### src/rtl/core/autoscaled_false_colour_mapper_assert.svh
// Assertion macros shared by the false-colour mapper RTL
`ifndef AUTOSCALED_FALSE_COLOUR_MAPPER_ASSERT_SVH
`define AUTOSCALED_FALSE_COLOUR_MAPPER_ASSERT_SVH

// Check a consequence in the same cycle as its trigger
`define ACFM_ASSERT_NOW(label, clk, rst, ante, cons, msg) \
   label: assert property (@(posedge clk) disable iff (rst) (ante) |-> (cons)) \
      else $error(msg);

// Check a consequence in the cycle after its trigger
`define ACFM_ASSERT_NEXT(label, clk, rst, ante, cons, msg) \
   label: assert property (@(posedge clk) disable iff (rst) (ante) |=> (cons)) \
      else $error(msg);

`endif

### src/rtl/core/acfm_pkg.sv
// Types, constants and command codes of the false-colour mapper
`default_nettype none
package acfm_pkg;

   localparam int SAMPLE_W   = 16;
   localparam int SUM_W      = 36;
   localparam int SQSUM_W    = 52;
   localparam int CNT_W      = 21;
   localparam int LEVEL_W    = 19;
   localparam int SPAN_W     = 20;
   localparam int SCALE_W    = 32;
   localparam int DIV_W      = 52;
   localparam int DVSR_W     = 21;
   localparam int DIV_CNT_W  = 6;
   localparam int RAD_W      = 34;
   localparam int ROOT_W     = 17;
   localparam int SQ_REM_W   = 20;
   localparam int SQ_CNT_W   = 5;
   localparam int PROD_W     = 53;
   localparam int XQ_W       = 20;
   localparam int F_W        = 30;
   localparam int COL_W      = 32;

   localparam logic [CNT_W-1:0]     MAX_PIXELS = 21'd1048576;
   localparam logic [DIV_CNT_W-1:0] DIV_STEPS  = 6'd52;
   localparam logic [SQ_CNT_W-1:0]  SQ_STEPS   = 5'd17;
   localparam logic [15:0]          BIAS_RESET = 16'd1;

   // Palette breakpoints in units of 2^-16
   localparam logic signed [COL_W-1:0] K_R_UP  = 32'sd25493504;
   localparam logic signed [COL_W-1:0] K_R_DN  = 32'sd75694080;
   localparam logic signed [COL_W-1:0] K_G1_UP = 32'sd8716288;
   localparam logic signed [COL_W-1:0] K_G1_DN = 32'sd42205184;
   localparam logic signed [COL_W-1:0] K_G2_UP = 32'sd25690112;
   localparam logic signed [COL_W-1:0] K_G2_DN = 32'sd58982400;
   localparam logic signed [COL_W-1:0] K_B_UP  = 32'sd8323072;
   localparam logic signed [COL_W-1:0] K_B_DN  = 32'sd41943040;

   typedef struct packed {
      logic        cmd;
      logic [15:0] sample;
      logic        last;
   } req_type;

   typedef struct packed {
      logic [7:0] red;
      logic [7:0] green;
      logic [7:0] blue;
   } rsp_type;

   typedef enum logic [3:0] {
      OP_IDLE      = 4'd0,
      OP_LOAD      = 4'd1,
      OP_SQUARE    = 4'd2,
      OP_ACCUM     = 4'd3,
      OP_DIV_START = 4'd4,
      OP_DIV_STEP  = 4'd5,
      OP_MEAN_SAVE = 4'd6,
      OP_VAR       = 4'd7,
      OP_SQRT_STEP = 4'd8,
      OP_LEVEL     = 4'd9,
      OP_FINISH    = 4'd10,
      OP_MAP_MUL   = 4'd11,
      OP_MAP_F     = 4'd12,
      OP_MAP_OUT   = 4'd13
   } op_type;

   typedef enum logic [1:0] {
      DIV_MEAN  = 2'd0,
      DIV_MSQ   = 2'd1,
      DIV_SCALE = 2'd2
   } div_src_type;

   typedef struct packed {
      op_type      op;
      div_src_type src;
   } ctrl_cmd_type;

   typedef struct packed {
      logic cmd;
      logic last;
      logic div_done;
      logic sqrt_done;
      logic count_zero;
      logic span_pos;
      logic rsp_busy;
   } dp_stat_type;

endpackage
`default_nettype wire

### src/rtl/core/acfm_datapath.sv
// Datapath: accumulators, shared divider, square root, window and palette
`default_nettype none
module acfm_datapath (
   input  wire logic                  clock,
   input  wire logic                  reset,
   input  wire logic                  csr_we,
   input  wire logic [15:0]           csr_wdata,
   input  wire acfm_pkg::req_type     req_data,
   input  wire acfm_pkg::ctrl_cmd_type cmd,
   input  wire logic                  rsp_ready,
   output logic                       rsp_valid,
   output acfm_pkg::rsp_type          rsp_data,
   output acfm_pkg::dp_stat_type      stat
);
   import acfm_pkg::*;

   function automatic logic signed [LEVEL_W-1:0] clamp_level(input logic signed [20:0] v);
      logic signed [LEVEL_W-1:0] r;
      if (v > 21'sd262143)       r = 19'sd262143;
      else if (v < -21'sd262144) r = -19'sd262144;
      else                       r = v[LEVEL_W-1:0];
      return r;
   endfunction

   function automatic logic [7:0] to_byte(input logic signed [COL_W-1:0] v);
      logic [7:0] r;
      if (v[COL_W-1])    r = 8'd0;
      else if (|v[30:24]) r = 8'hFF;
      else               r = v[23:16];
      return r;
   endfunction

   function automatic logic signed [COL_W-1:0] smin(input logic signed [COL_W-1:0] a,
                                                     input logic signed [COL_W-1:0] b);
      return (a < b) ? a : b;
   endfunction

   req_type                    in_ff;
   logic [15:0]                bias_ff;
   logic [31:0]                sq_ff;
   logic [SUM_W-1:0]           sum_ff;
   logic [SQSUM_W-1:0]         sqsum_ff;
   logic [CNT_W-1:0]           count_ff;
   logic [DIV_W-1:0]           quo_ff, quo_in;
   logic [DVSR_W-1:0]          rem_ff, rem_in, dvsr_ff;
   logic [DIV_CNT_W-1:0]       dcnt_ff;
   logic [15:0]                mean_ff;
   logic [31:0]                m2_ff;
   logic [RAD_W-1:0]           rad_ff;
   logic [ROOT_W-1:0]          root_ff;
   logic [SQ_REM_W-1:0]        sqrem_ff;
   logic [SQ_CNT_W-1:0]        scnt_ff;
   logic signed [LEVEL_W-1:0]  low_ff, high_ff;
   logic [SCALE_W-1:0]         scale_ff;
   logic signed [PROD_W-1:0]   prod_ff;
   logic signed [F_W-1:0]      f_ff;
   logic                       rsp_valid_ff;
   rsp_type                    rsp_ff;

   logic [DVSR_W:0]            div_trial;
   logic signed [SPAN_W-1:0]   span;
   logic [32:0]                msq, var_v;
   logic [SQ_REM_W-1:0]        sq_sh, sq_trial;
   logic signed [20:0]         mean21, dev3, lo21, hi21;
   logic signed [SPAN_W-1:0]   diff;
   logic signed [37:0]         xsh;
   logic signed [XQ_W-1:0]     xq;
   logic signed [COL_W-1:0]    f32, col_r, col_g, col_b;
   logic [7:0]                 empty_c;

   // Status to the controller
   assign span     = SPAN_W'(high_ff) - SPAN_W'(low_ff);
   assign stat.cmd        = in_ff.cmd;
   assign stat.last       = in_ff.last;
   assign stat.div_done   = (dcnt_ff == '0);
   assign stat.sqrt_done  = (scnt_ff == '0);
   assign stat.count_zero = (count_ff == '0);
   assign stat.span_pos   = (high_ff > low_ff);
   assign stat.rsp_busy   = rsp_valid_ff & ~rsp_ready;

   // Hold input word and bias register
   always_ff @(posedge clock) begin
      if (cmd.op == OP_LOAD) in_ff <= req_data;
      if (reset)       bias_ff <= BIAS_RESET;
      else if (csr_we) bias_ff <= csr_wdata;
   end

   // Accumulate statistics, clear on pass close
   always_ff @(posedge clock) begin
      if (cmd.op == OP_SQUARE) sq_ff <= 32'(in_ff.sample) * 32'(in_ff.sample);
      if (reset || cmd.op == OP_FINISH) begin
         sum_ff   <= '0;
         sqsum_ff <= '0;
         count_ff <= '0;
      end else if (cmd.op == OP_ACCUM && count_ff < MAX_PIXELS) begin
         sum_ff   <= sum_ff + SUM_W'(in_ff.sample);
         sqsum_ff <= sqsum_ff + SQSUM_W'(sq_ff);
         count_ff <= count_ff + 1'b1;
      end
   end

   // Restoring divider, one quotient bit per step
   always_comb begin
      div_trial = {rem_ff, quo_ff[DIV_W-1]};
      if (div_trial >= {1'b0, dvsr_ff}) begin
         rem_in = DVSR_W'(div_trial - {1'b0, dvsr_ff});
         quo_in = {quo_ff[DIV_W-2:0], 1'b1};
      end else begin
         rem_in = div_trial[DVSR_W-1:0];
         quo_in = {quo_ff[DIV_W-2:0], 1'b0};
      end
   end

   always_ff @(posedge clock) begin
      if (reset) begin
         dcnt_ff <= '0;
      end else if (cmd.op == OP_DIV_START) begin
         dcnt_ff <= DIV_STEPS;
         rem_ff  <= '0;
         case (cmd.src)
            DIV_MEAN: begin
               quo_ff  <= DIV_W'(sum_ff);
               dvsr_ff <= count_ff;
            end
            DIV_MSQ: begin
               quo_ff  <= sqsum_ff;
               dvsr_ff <= count_ff;
            end
            default: begin
               quo_ff  <= DIV_W'(1) << 31;
               dvsr_ff <= DVSR_W'(span);
            end
         endcase
      end else if (cmd.op == OP_DIV_STEP) begin
         dcnt_ff <= dcnt_ff - 1'b1;
         rem_ff  <= rem_in;
         quo_ff  <= quo_in;
      end
   end

   // Mean square plus bias minus squared mean, floored at zero
   assign msq   = {1'b0, quo_ff[31:0]} + 33'(bias_ff);
   assign var_v = (msq > 33'(m2_ff)) ? msq - 33'(m2_ff) : '0;

   // Square root, two radicand bits per step
   assign sq_sh    = {sqrem_ff[SQ_REM_W-3:0], rad_ff[RAD_W-1:RAD_W-2]};
   assign sq_trial = {1'b0, root_ff, 2'b01};

   always_ff @(posedge clock) begin
      if (cmd.op == OP_MEAN_SAVE) begin
         mean_ff <= quo_ff[15:0];
         m2_ff   <= quo_ff[15:0] * quo_ff[15:0];
      end
      if (reset) begin
         scnt_ff <= '0;
      end else if (cmd.op == OP_VAR) begin
         rad_ff   <= RAD_W'(var_v);
         root_ff  <= '0;
         sqrem_ff <= '0;
         scnt_ff  <= SQ_STEPS;
      end else if (cmd.op == OP_SQRT_STEP) begin
         scnt_ff <= scnt_ff - 1'b1;
         rad_ff  <= {rad_ff[RAD_W-3:0], 2'b00};
         if (sq_sh >= sq_trial) begin
            sqrem_ff <= sq_sh - sq_trial;
            root_ff  <= {root_ff[ROOT_W-2:0], 1'b1};
         end else begin
            sqrem_ff <= sq_sh;
            root_ff  <= {root_ff[ROOT_W-2:0], 1'b0};
         end
      end
   end

   // Window levels and map scale
   assign mean21 = stat.count_zero ? '0 : 21'(mean_ff);
   assign dev3   = stat.count_zero ? '0 : 21'(root_ff) + 21'({root_ff, 1'b0});
   assign lo21   = mean21 - dev3;
   assign hi21   = mean21 + dev3;

   always_ff @(posedge clock) begin
      if (reset) begin
         low_ff   <= '0;
         high_ff  <= '0;
         scale_ff <= '0;
      end else if (cmd.op == OP_LEVEL) begin
         low_ff  <= clamp_level(lo21);
         high_ff <= clamp_level(hi21);
      end else if (cmd.op == OP_FINISH) begin
         scale_ff <= stat.span_pos ? quo_ff[SCALE_W-1:0] : '0;
      end
   end

   // Map: scale product, Q4.16 position, palette
   assign diff = SPAN_W'(in_ff.sample) - SPAN_W'(low_ff);
   assign xsh  = prod_ff[PROD_W-1:15];

   always_comb begin
      if (xsh > 38'sd524287)       xq = 20'sd524287;
      else if (xsh < -38'sd524288) xq = -20'sd524288;
      else                         xq = xsh[XQ_W-1:0];
   end

   always_ff @(posedge clock) begin
      if (cmd.op == OP_MAP_MUL)
         prod_ff <= PROD_W'(diff) * $signed({21'b0, scale_ff});
      if (cmd.op == OP_MAP_F)
         f_ff <= F_W'(xq) * 30'sd1020;
   end

   assign f32   = COL_W'(f_ff);
   assign col_r = smin(f32 - K_R_UP, K_R_DN - f32);
   assign col_b = smin(f32 + K_B_UP, K_B_DN - f32);
   always_comb begin
      col_g = smin(f32 - K_G1_UP, K_G1_DN - f32);
      if (smin(f32 - K_G2_UP, K_G2_DN - f32) > col_g)
         col_g = smin(f32 - K_G2_UP, K_G2_DN - f32);
   end
   assign empty_c = ($signed({3'b0, in_ff.sample}) > high_ff) ? 8'hFF : 8'h00;

   // Output register
   always_ff @(posedge clock) begin
      if (reset)                   rsp_valid_ff <= 1'b0;
      else if (cmd.op == OP_MAP_OUT) rsp_valid_ff <= 1'b1;
      else if (rsp_ready)          rsp_valid_ff <= 1'b0;
      if (cmd.op == OP_MAP_OUT) begin
         if (stat.span_pos) begin
            rsp_ff.red   <= to_byte(col_r);
            rsp_ff.green <= to_byte(col_g);
            rsp_ff.blue  <= to_byte(col_b);
         end else begin
            rsp_ff.red   <= empty_c;
            rsp_ff.green <= empty_c;
            rsp_ff.blue  <= empty_c;
         end
      end
   end

   assign rsp_valid = rsp_valid_ff;
   assign rsp_data  = rsp_ff;

endmodule
`default_nettype wire

### src/rtl/core/acfm_ctrl.sv
// Controller: sequences accumulate, window close and map steps
`default_nettype none
module acfm_ctrl (
   input  wire logic                  clock,
   input  wire logic                  reset,
   input  wire logic                  req_valid,
   output logic                       req_ready,
   input  wire acfm_pkg::dp_stat_type stat,
   output acfm_pkg::ctrl_cmd_type     cmd
);
   import acfm_pkg::*;

   typedef enum logic [11:0] {
      S_IDLE      = 12'b000000000001,
      S_DISPATCH  = 12'b000000000010,
      S_ACCUM     = 12'b000000000100,
      S_CHECK     = 12'b000000001000,
      S_DIV_MEAN  = 12'b000000010000,
      S_MSQ_START = 12'b000000100000,
      S_DIV_MSQ   = 12'b000001000000,
      S_SQRT      = 12'b000010000000,
      S_SPAN      = 12'b000100000000,
      S_DIV_SCALE = 12'b001000000000,
      S_MAP_F     = 12'b010000000000,
      S_MAP_OUT   = 12'b100000000000
   } state_type;

   state_type state_ff, state_in;

   assign req_ready = (state_ff == S_IDLE);

   // Next state and datapath command
   always_comb begin
      state_in = state_ff;
      cmd.op   = OP_IDLE;
      cmd.src  = DIV_MEAN;
      unique case (state_ff)
         S_IDLE: begin
            if (req_valid) begin
               cmd.op   = OP_LOAD;
               state_in = S_DISPATCH;
            end
         end
         S_DISPATCH: begin
            if (stat.cmd) begin
               cmd.op   = OP_MAP_MUL;
               state_in = S_MAP_F;
            end else begin
               cmd.op   = OP_SQUARE;
               state_in = S_ACCUM;
            end
         end
         S_ACCUM: begin
            cmd.op   = OP_ACCUM;
            state_in = stat.last ? S_CHECK : S_IDLE;
         end
         S_CHECK: begin
            if (stat.count_zero) begin
               cmd.op   = OP_LEVEL;
               state_in = S_SPAN;
            end else begin
               cmd.op   = OP_DIV_START;
               state_in = S_DIV_MEAN;
            end
         end
         S_DIV_MEAN: begin
            if (stat.div_done) begin
               cmd.op   = OP_MEAN_SAVE;
               state_in = S_MSQ_START;
            end else begin
               cmd.op = OP_DIV_STEP;
            end
         end
         S_MSQ_START: begin
            cmd.op   = OP_DIV_START;
            cmd.src  = DIV_MSQ;
            state_in = S_DIV_MSQ;
         end
         S_DIV_MSQ: begin
            cmd.src = DIV_MSQ;
            if (stat.div_done) begin
               cmd.op   = OP_VAR;
               state_in = S_SQRT;
            end else begin
               cmd.op = OP_DIV_STEP;
            end
         end
         S_SQRT: begin
            if (stat.sqrt_done) begin
               cmd.op   = OP_LEVEL;
               state_in = S_SPAN;
            end else begin
               cmd.op = OP_SQRT_STEP;
            end
         end
         S_SPAN: begin
            cmd.src = DIV_SCALE;
            if (stat.span_pos) begin
               cmd.op   = OP_DIV_START;
               state_in = S_DIV_SCALE;
            end else begin
               cmd.op   = OP_FINISH;
               state_in = S_IDLE;
            end
         end
         S_DIV_SCALE: begin
            cmd.src = DIV_SCALE;
            if (stat.div_done) begin
               cmd.op   = OP_FINISH;
               state_in = S_IDLE;
            end else begin
               cmd.op = OP_DIV_STEP;
            end
         end
         S_MAP_F: begin
            cmd.op   = OP_MAP_F;
            state_in = S_MAP_OUT;
         end
         S_MAP_OUT: begin
            if (!stat.rsp_busy) begin
               cmd.op   = OP_MAP_OUT;
               state_in = S_IDLE;
            end
         end
         default: state_in = S_IDLE;
      endcase
   end

   // Advance state
   always_ff @(posedge clock) begin
      if (reset) state_ff <= S_IDLE;
      else       state_ff <= state_in;
   end

endmodule
`default_nettype wire

### src/rtl/core/autoscaled_false_colour_mapper.sv
// Top level of the autoscaled false-colour mapper
// A frame goes through twice. Statistics words (cmd 0) are summed in turn;
// the word marked last also closes the pass: two 52-step divisions (mean and
// mean square), a 17-step square root and, for a non-empty window, a third
// 52-step division for the map scale. For map words (cmd 1), a scale
// multiply, the Q4.16 position multiply and the palette stage feed one
// output register, which lets the next word in while a pixel still waits on
// rsp_ready. The shared serial divider sets the length of the pass close.
// variance_bias is written through csr_we.
`default_nettype none
`include "autoscaled_false_colour_mapper_assert.svh"
module autoscaled_false_colour_mapper (
   input  wire logic              clock,
   input  wire logic              reset,
   input  wire logic              csr_we,
   input  wire logic [15:0]       csr_wdata,
   input  wire logic              req_valid,
   output logic                   req_ready,
   input  wire acfm_pkg::req_type req_data,
   output logic                   rsp_valid,
   input  wire logic              rsp_ready,
   output acfm_pkg::rsp_type      rsp_data
);
   import acfm_pkg::*;

   ctrl_cmd_type ctrl_cmd;
   dp_stat_type  dp_stat;

   acfm_ctrl u_ctrl (
      .clock     (clock),
      .reset     (reset),
      .req_valid (req_valid),
      .req_ready (req_ready),
      .stat      (dp_stat),
      .cmd       (ctrl_cmd)
   );

   acfm_datapath u_datapath (
      .clock     (clock),
      .reset     (reset),
      .csr_we    (csr_we),
      .csr_wdata (csr_wdata),
      .req_data  (req_data),
      .cmd       (ctrl_cmd),
      .rsp_ready (rsp_ready),
      .rsp_valid (rsp_valid),
      .rsp_data  (rsp_data),
      .stat      (dp_stat)
   );

   // Busy right after taking a word
   `ACFM_ASSERT_NEXT(a_busy_after_accept, clock, reset, req_valid && req_ready, !req_ready, "ready after accept")
   // A pixel only appears after the palette stage
   `ACFM_ASSERT_NOW(a_rsp_from_map, clock, reset, $rose(rsp_valid), $past(ctrl_cmd.op == OP_MAP_OUT), "pixel without map")
   // No datapath work while waiting for a word
   `ACFM_ASSERT_NOW(a_idle_quiet, clock, reset, req_ready, ctrl_cmd.op == OP_IDLE || ctrl_cmd.op == OP_LOAD, "work while idle")

endmodule
`default_nettype wire
### config.mk
export PLATFORM = sky130hd
export DESIGN_NAME = autoscaled_false_colour_mapper
export DESIGN_NICKNAME = d
export VERILOG_FILES = /design/src/rtl/core/acfm_pkg.sv /design/src/rtl/core/acfm_datapath.sv /design/src/rtl/core/acfm_ctrl.sv /design/src/rtl/core/autoscaled_false_colour_mapper.sv
export VERILOG_INCLUDE_DIRS = /design/src /design/src/rtl/core
export SDC_FILE = /design/constraint.sdc
export NUM_CORES = 2
export LEC_CHECK = 0
export BUFFER_PORTS_ARGS = -buffer_cell sky130_fd_sc_hd__buf_2
export CAP_MARGIN = 20
export CORE_MARGIN = 3
export CORE_UTILIZATION = 40
export CTS_CLUSTER_SIZE = 25
export DETAILED_ROUTE_END_ITERATION = 12
export GPL_TIMING_DRIVEN = 0
export PLACE_DENSITY = 0.53
export SLEW_MARGIN = 10
export SYNTH_ARGS = -nofsm -noshare
export SYNTH_HDL_FRONTEND = slang
export SYNTH_SLANG_ARGS = --single-unit
### constraint.sdc
create_clock -name clock -period 12.17 [get_ports clock]
set_clock_uncertainty 0.2 [all_clocks]
set_input_delay 1.8255 -clock clock [delete_from_list [all_inputs] [get_ports clock]]
set_output_delay 1.8255 -clock clock [all_outputs]
set_load 0.01 [all_outputs]
==> flow_summary.json <==
{
  "synth_area_leaders": "fa_1, edfxtp_1, ha_1, inv_1, dfxtp_1",
  "netlist_instances": 8440,
  "yosys.area.top_type": "fa_1",
  "cts_max_level": 3,
  "cts_tree": "yes",
  "critPathKind": "register to register",
  "r2r_end": "u_datapath.prod_ff[52]",
  "drtAntennaViolNets": 0,
  "layout_commonest_cell": "inv_1",
  "dieArea_um2": 194900,
  "routedWlPerCell_um": 20.30,
  "clock_sinks": 567,
  "place_congestion": 0.9237,
  "dominantRegCellSynth": "edfxtp_1",
  "syn_area_per_cell_um2": 8.989,
  "vdd_ir_drop_max_mv": 0.9495,
  "worstSkewPairLatency_ps": 710,
  "clk_path_buf_depth": 3,
  "grt_pass1_wl_um": 349300,
  "rsz0062_at_grt": "false",
  "grt_max_degree": 33,
  "crit_fanout": 10,
  "syn2layout_area_growth_pct": 8.818,
  "drt-pass1-iter-count": 6,
  "routed_wl_um": 227000,
  "yosysTopAreaCellShare_pct": 25.44,
  "start_kind": "register",
  "max_clock_freq_mhz": 85.74,
  "critical_path_required_ps": 12370,
  "fin_cells": 11180,
  "core_area_um2": 188200,
  "synth_compound_area_share_pct": 11.20,
  "ys_async_sr_fraction_pct": 0,
  "fillers": 18650,
  "die_y_um": 441.5,
  "relSlewSlack_pct": 17.20,
  "critPathLaunch": "u_datapath.in_ff[1]",
  "ff2ff_setup_slack_ps": 510,
  "synth_fa_ha_area_share_pct": 38.45,
  "rows": 159,
  "yosys.area_share.simple_pct": 15.67,
  "cp_slowest_cell": "fa_1",
  "setup_violations": 0,
  "fin_crit_sh_pct": 95.84,
  "tightest_slew_ps": 1242,
  "drive_above_1_share_pct": 3.791,
  "start_util_pct": 40.31,
  "drc_errors": 0,
  "hp-class": "register to register",
  "drv_cap": 0,
  "slew_viol_final": 0,
  "end_kind": "register",
  "cts_made_buffers": 75,
  "placed_cells": 11030,
  "clock-root-buffer": "clkbuf_16",
  "leakage_nw": 38.76,
  "dp_hpwl_um": 190800,
  "powerDensity_nw_per_um2": 248.3,
  "grt_overflow": 0,
  "synth_xor_area_share_pct": 5.368,
  "nNetsFinal": 10410,
  "status": "complete, no violations",
  "synth_top_family_by_area": "adder cells",
  "grtUsageTotal_pct": 23.28,
  "worst_ep_arrival_time_ps": 11870,
  "routed-via-count": 59240,
  "die_x_um": 441.5,
  "synthMuxAreaShare_pct": 1.085,
  "rr_startpoint": "u_datapath.in_ff[1]",
  "synth.ff_latch_count": 567,
  "yosysWarnings": 0,
  "synth_area_um2": 75870,
  "final_hold_viol_count": 0,
  "cp_common_cell": "fa_1",
  "viasPerCell": 5.298,
  "drt_iter0_drc": 3825,
  "synth_cell_types": 89,
  "port_buffers": 62,
  "final_util_pct": 43.87,
  "synth_edf_count": 348,
  "rr_worst_depth": 40,
  "max_stage_delay_ps": 550,
  "path_clk_slew_ps": 60,
  "io_pins": 65,
  "grt_pass1_vias": 59510,
  "endpoint": "u_datapath.prod_ff[52]",
  "syn_nets": 10230,
  "layout_min_cycle_time_ps": 11660,
  "antenna_found_initial": 18,
  "ys_seq_area_share_pct": 19.55,
  "final_cell_mix": "inv_1, nand2_1, fa_1"
}
-- where the power goes --
| group | internal [mW] | switching, mW |
|---|---|---|
| Combinational | 6.41 | 8.69 |
| Clock | 1.36 | 0.961 |
| Sequential | 2.95 | 0.127 |
| Total | 10.7 | 9.78 |
-- registers in the layout (all words and copies together) (netlist names), 28 cells and up --
register and flops:
u_datapath.m2_ff 31, u_datapath.sq_ff 31, u_datapath.sqsum_ff 52, u_datapath.sum_ff 36
u_datapath.f_ff 28, u_datapath.scale_ff 32, u_datapath.rad_ff 34, u_datapath.prod_ff 38
u_datapath.quo_ff 52
-- stage by stage --
step / power, mW / setup WS (ps) / hold WS, ps / cell area (µm²) / setup TNS, ps
2_1_floorplan: 14.75 / 2073 / 248.1 / 75870 / 0
3_5_place_dp: 18.22 / -1150 / 262.7 / 79830 / -5890
5_1_grt: 22.95 / 0.2913 / 307.9 / 82550 / 0
4_1_cts: 20.77 / 4.662 / 270.4 / 82480 / 0
6_report: 20.50 / 506.5 / 267.8 / 82560 / 0
3_3_place_gp: 18.04 / -1580 / 260.5 / 79300 / -50320
-- worst min path at each step --
stage                            start                 endpoint  slack (ps)  cells past startpoint
6_report       u_datapath.sqsum_ff[41]  u_datapath.sqsum_ff[41]         270                      2
3_3_place_gp      u_datapath.sum_ff[3]     u_datapath.sum_ff[3]         260                      2
4_1_cts        u_datapath.sqsum_ff[41]  u_datapath.sqsum_ff[41]         270                      2
5_1_grt          u_datapath.sum_ff[11]    u_datapath.sum_ff[11]         310                      2
3_5_place_dp   u_datapath.sqsum_ff[41]  u_datapath.sqsum_ff[41]         260                      2
2_1_floorplan  u_datapath.sqsum_ff[41]  u_datapath.sqsum_ff[41]         250                      2
-- cell type report --
cell class	instances	area (µm²)	share of cell area (%)
timing repair buffer	98	790.8	0.9578
multi-input combinational	6121	54620	66.16
antenna	9	22.52	0.02728
inverter	1409	5290	6.408
tap	2495	3122	3.781
clock inverter	36	409.1	0.4956
buffer	343	1314	1.591
sequential	567	14830	17.97
clock buffer	104	2153	2.608
-- cell usage after synthesis (30+ instances only) --
master	count
o21bai_1	30
fa_1	964
a32oi_1	35
or2_2	30
xor2_1	154
nor2b_1	98
a21o_1	142
nand4_1	61
a211oi_1	86
ha_1	789
nor3_1	94
edfxtp_1	348
nand3_1	120
o31ai_1	40
o21a_1	79
or3_1	50
o21ai_0	295
inv_1	1407
clkbuf_1	320
dfxtp_1	219
and2_1	322
and3_1	53
xnor2_1	311
nor2_1	511
a22o_1	34
nand2b_1	56
nor4_1	40
a21oi_1	364
mux2i_1	71
nand2_1	984
-- timing repair --
item	4_1_cts	5_1_grt
pin swaps	1	1
hold buffers	0	0
gates resized for setup	20	7
buffers inserted	1	4
endpoints found under the setup margin	12	9
-- layer usage --
metal	GRT usage, %	vias up	routed length (µm)
li1	-	27890	-
met2	37.24	1621	102800
met4	8.210	0	8707
met3	2.942	314	13720
met1	32.41	29420	101800
met5	0	-	0
-- cell families after synthesis --
kind of cell / count (synthesis)
AND/OR/NAND/NOR: 2508
adder cells (fa/ha/maj): 1753
buffers and inverters: 1752
AO/OA/AOI/OAI: 1314
flip-flops: 567
XOR/XNOR: 465
multiplexers: 81
-- critical path, delay by kind of cell (launching register included) --
kind	cells	cell delay, ps
adder cells (fa/ha/maj)	10	4560
AO/OA/AOI/OAI	13	3190
buffers and inverters	10	1540
AND/OR/NAND/NOR	6	980
flip-flops	1	490
XOR/XNOR	1	400
Power figures use the tool's default switching activity.
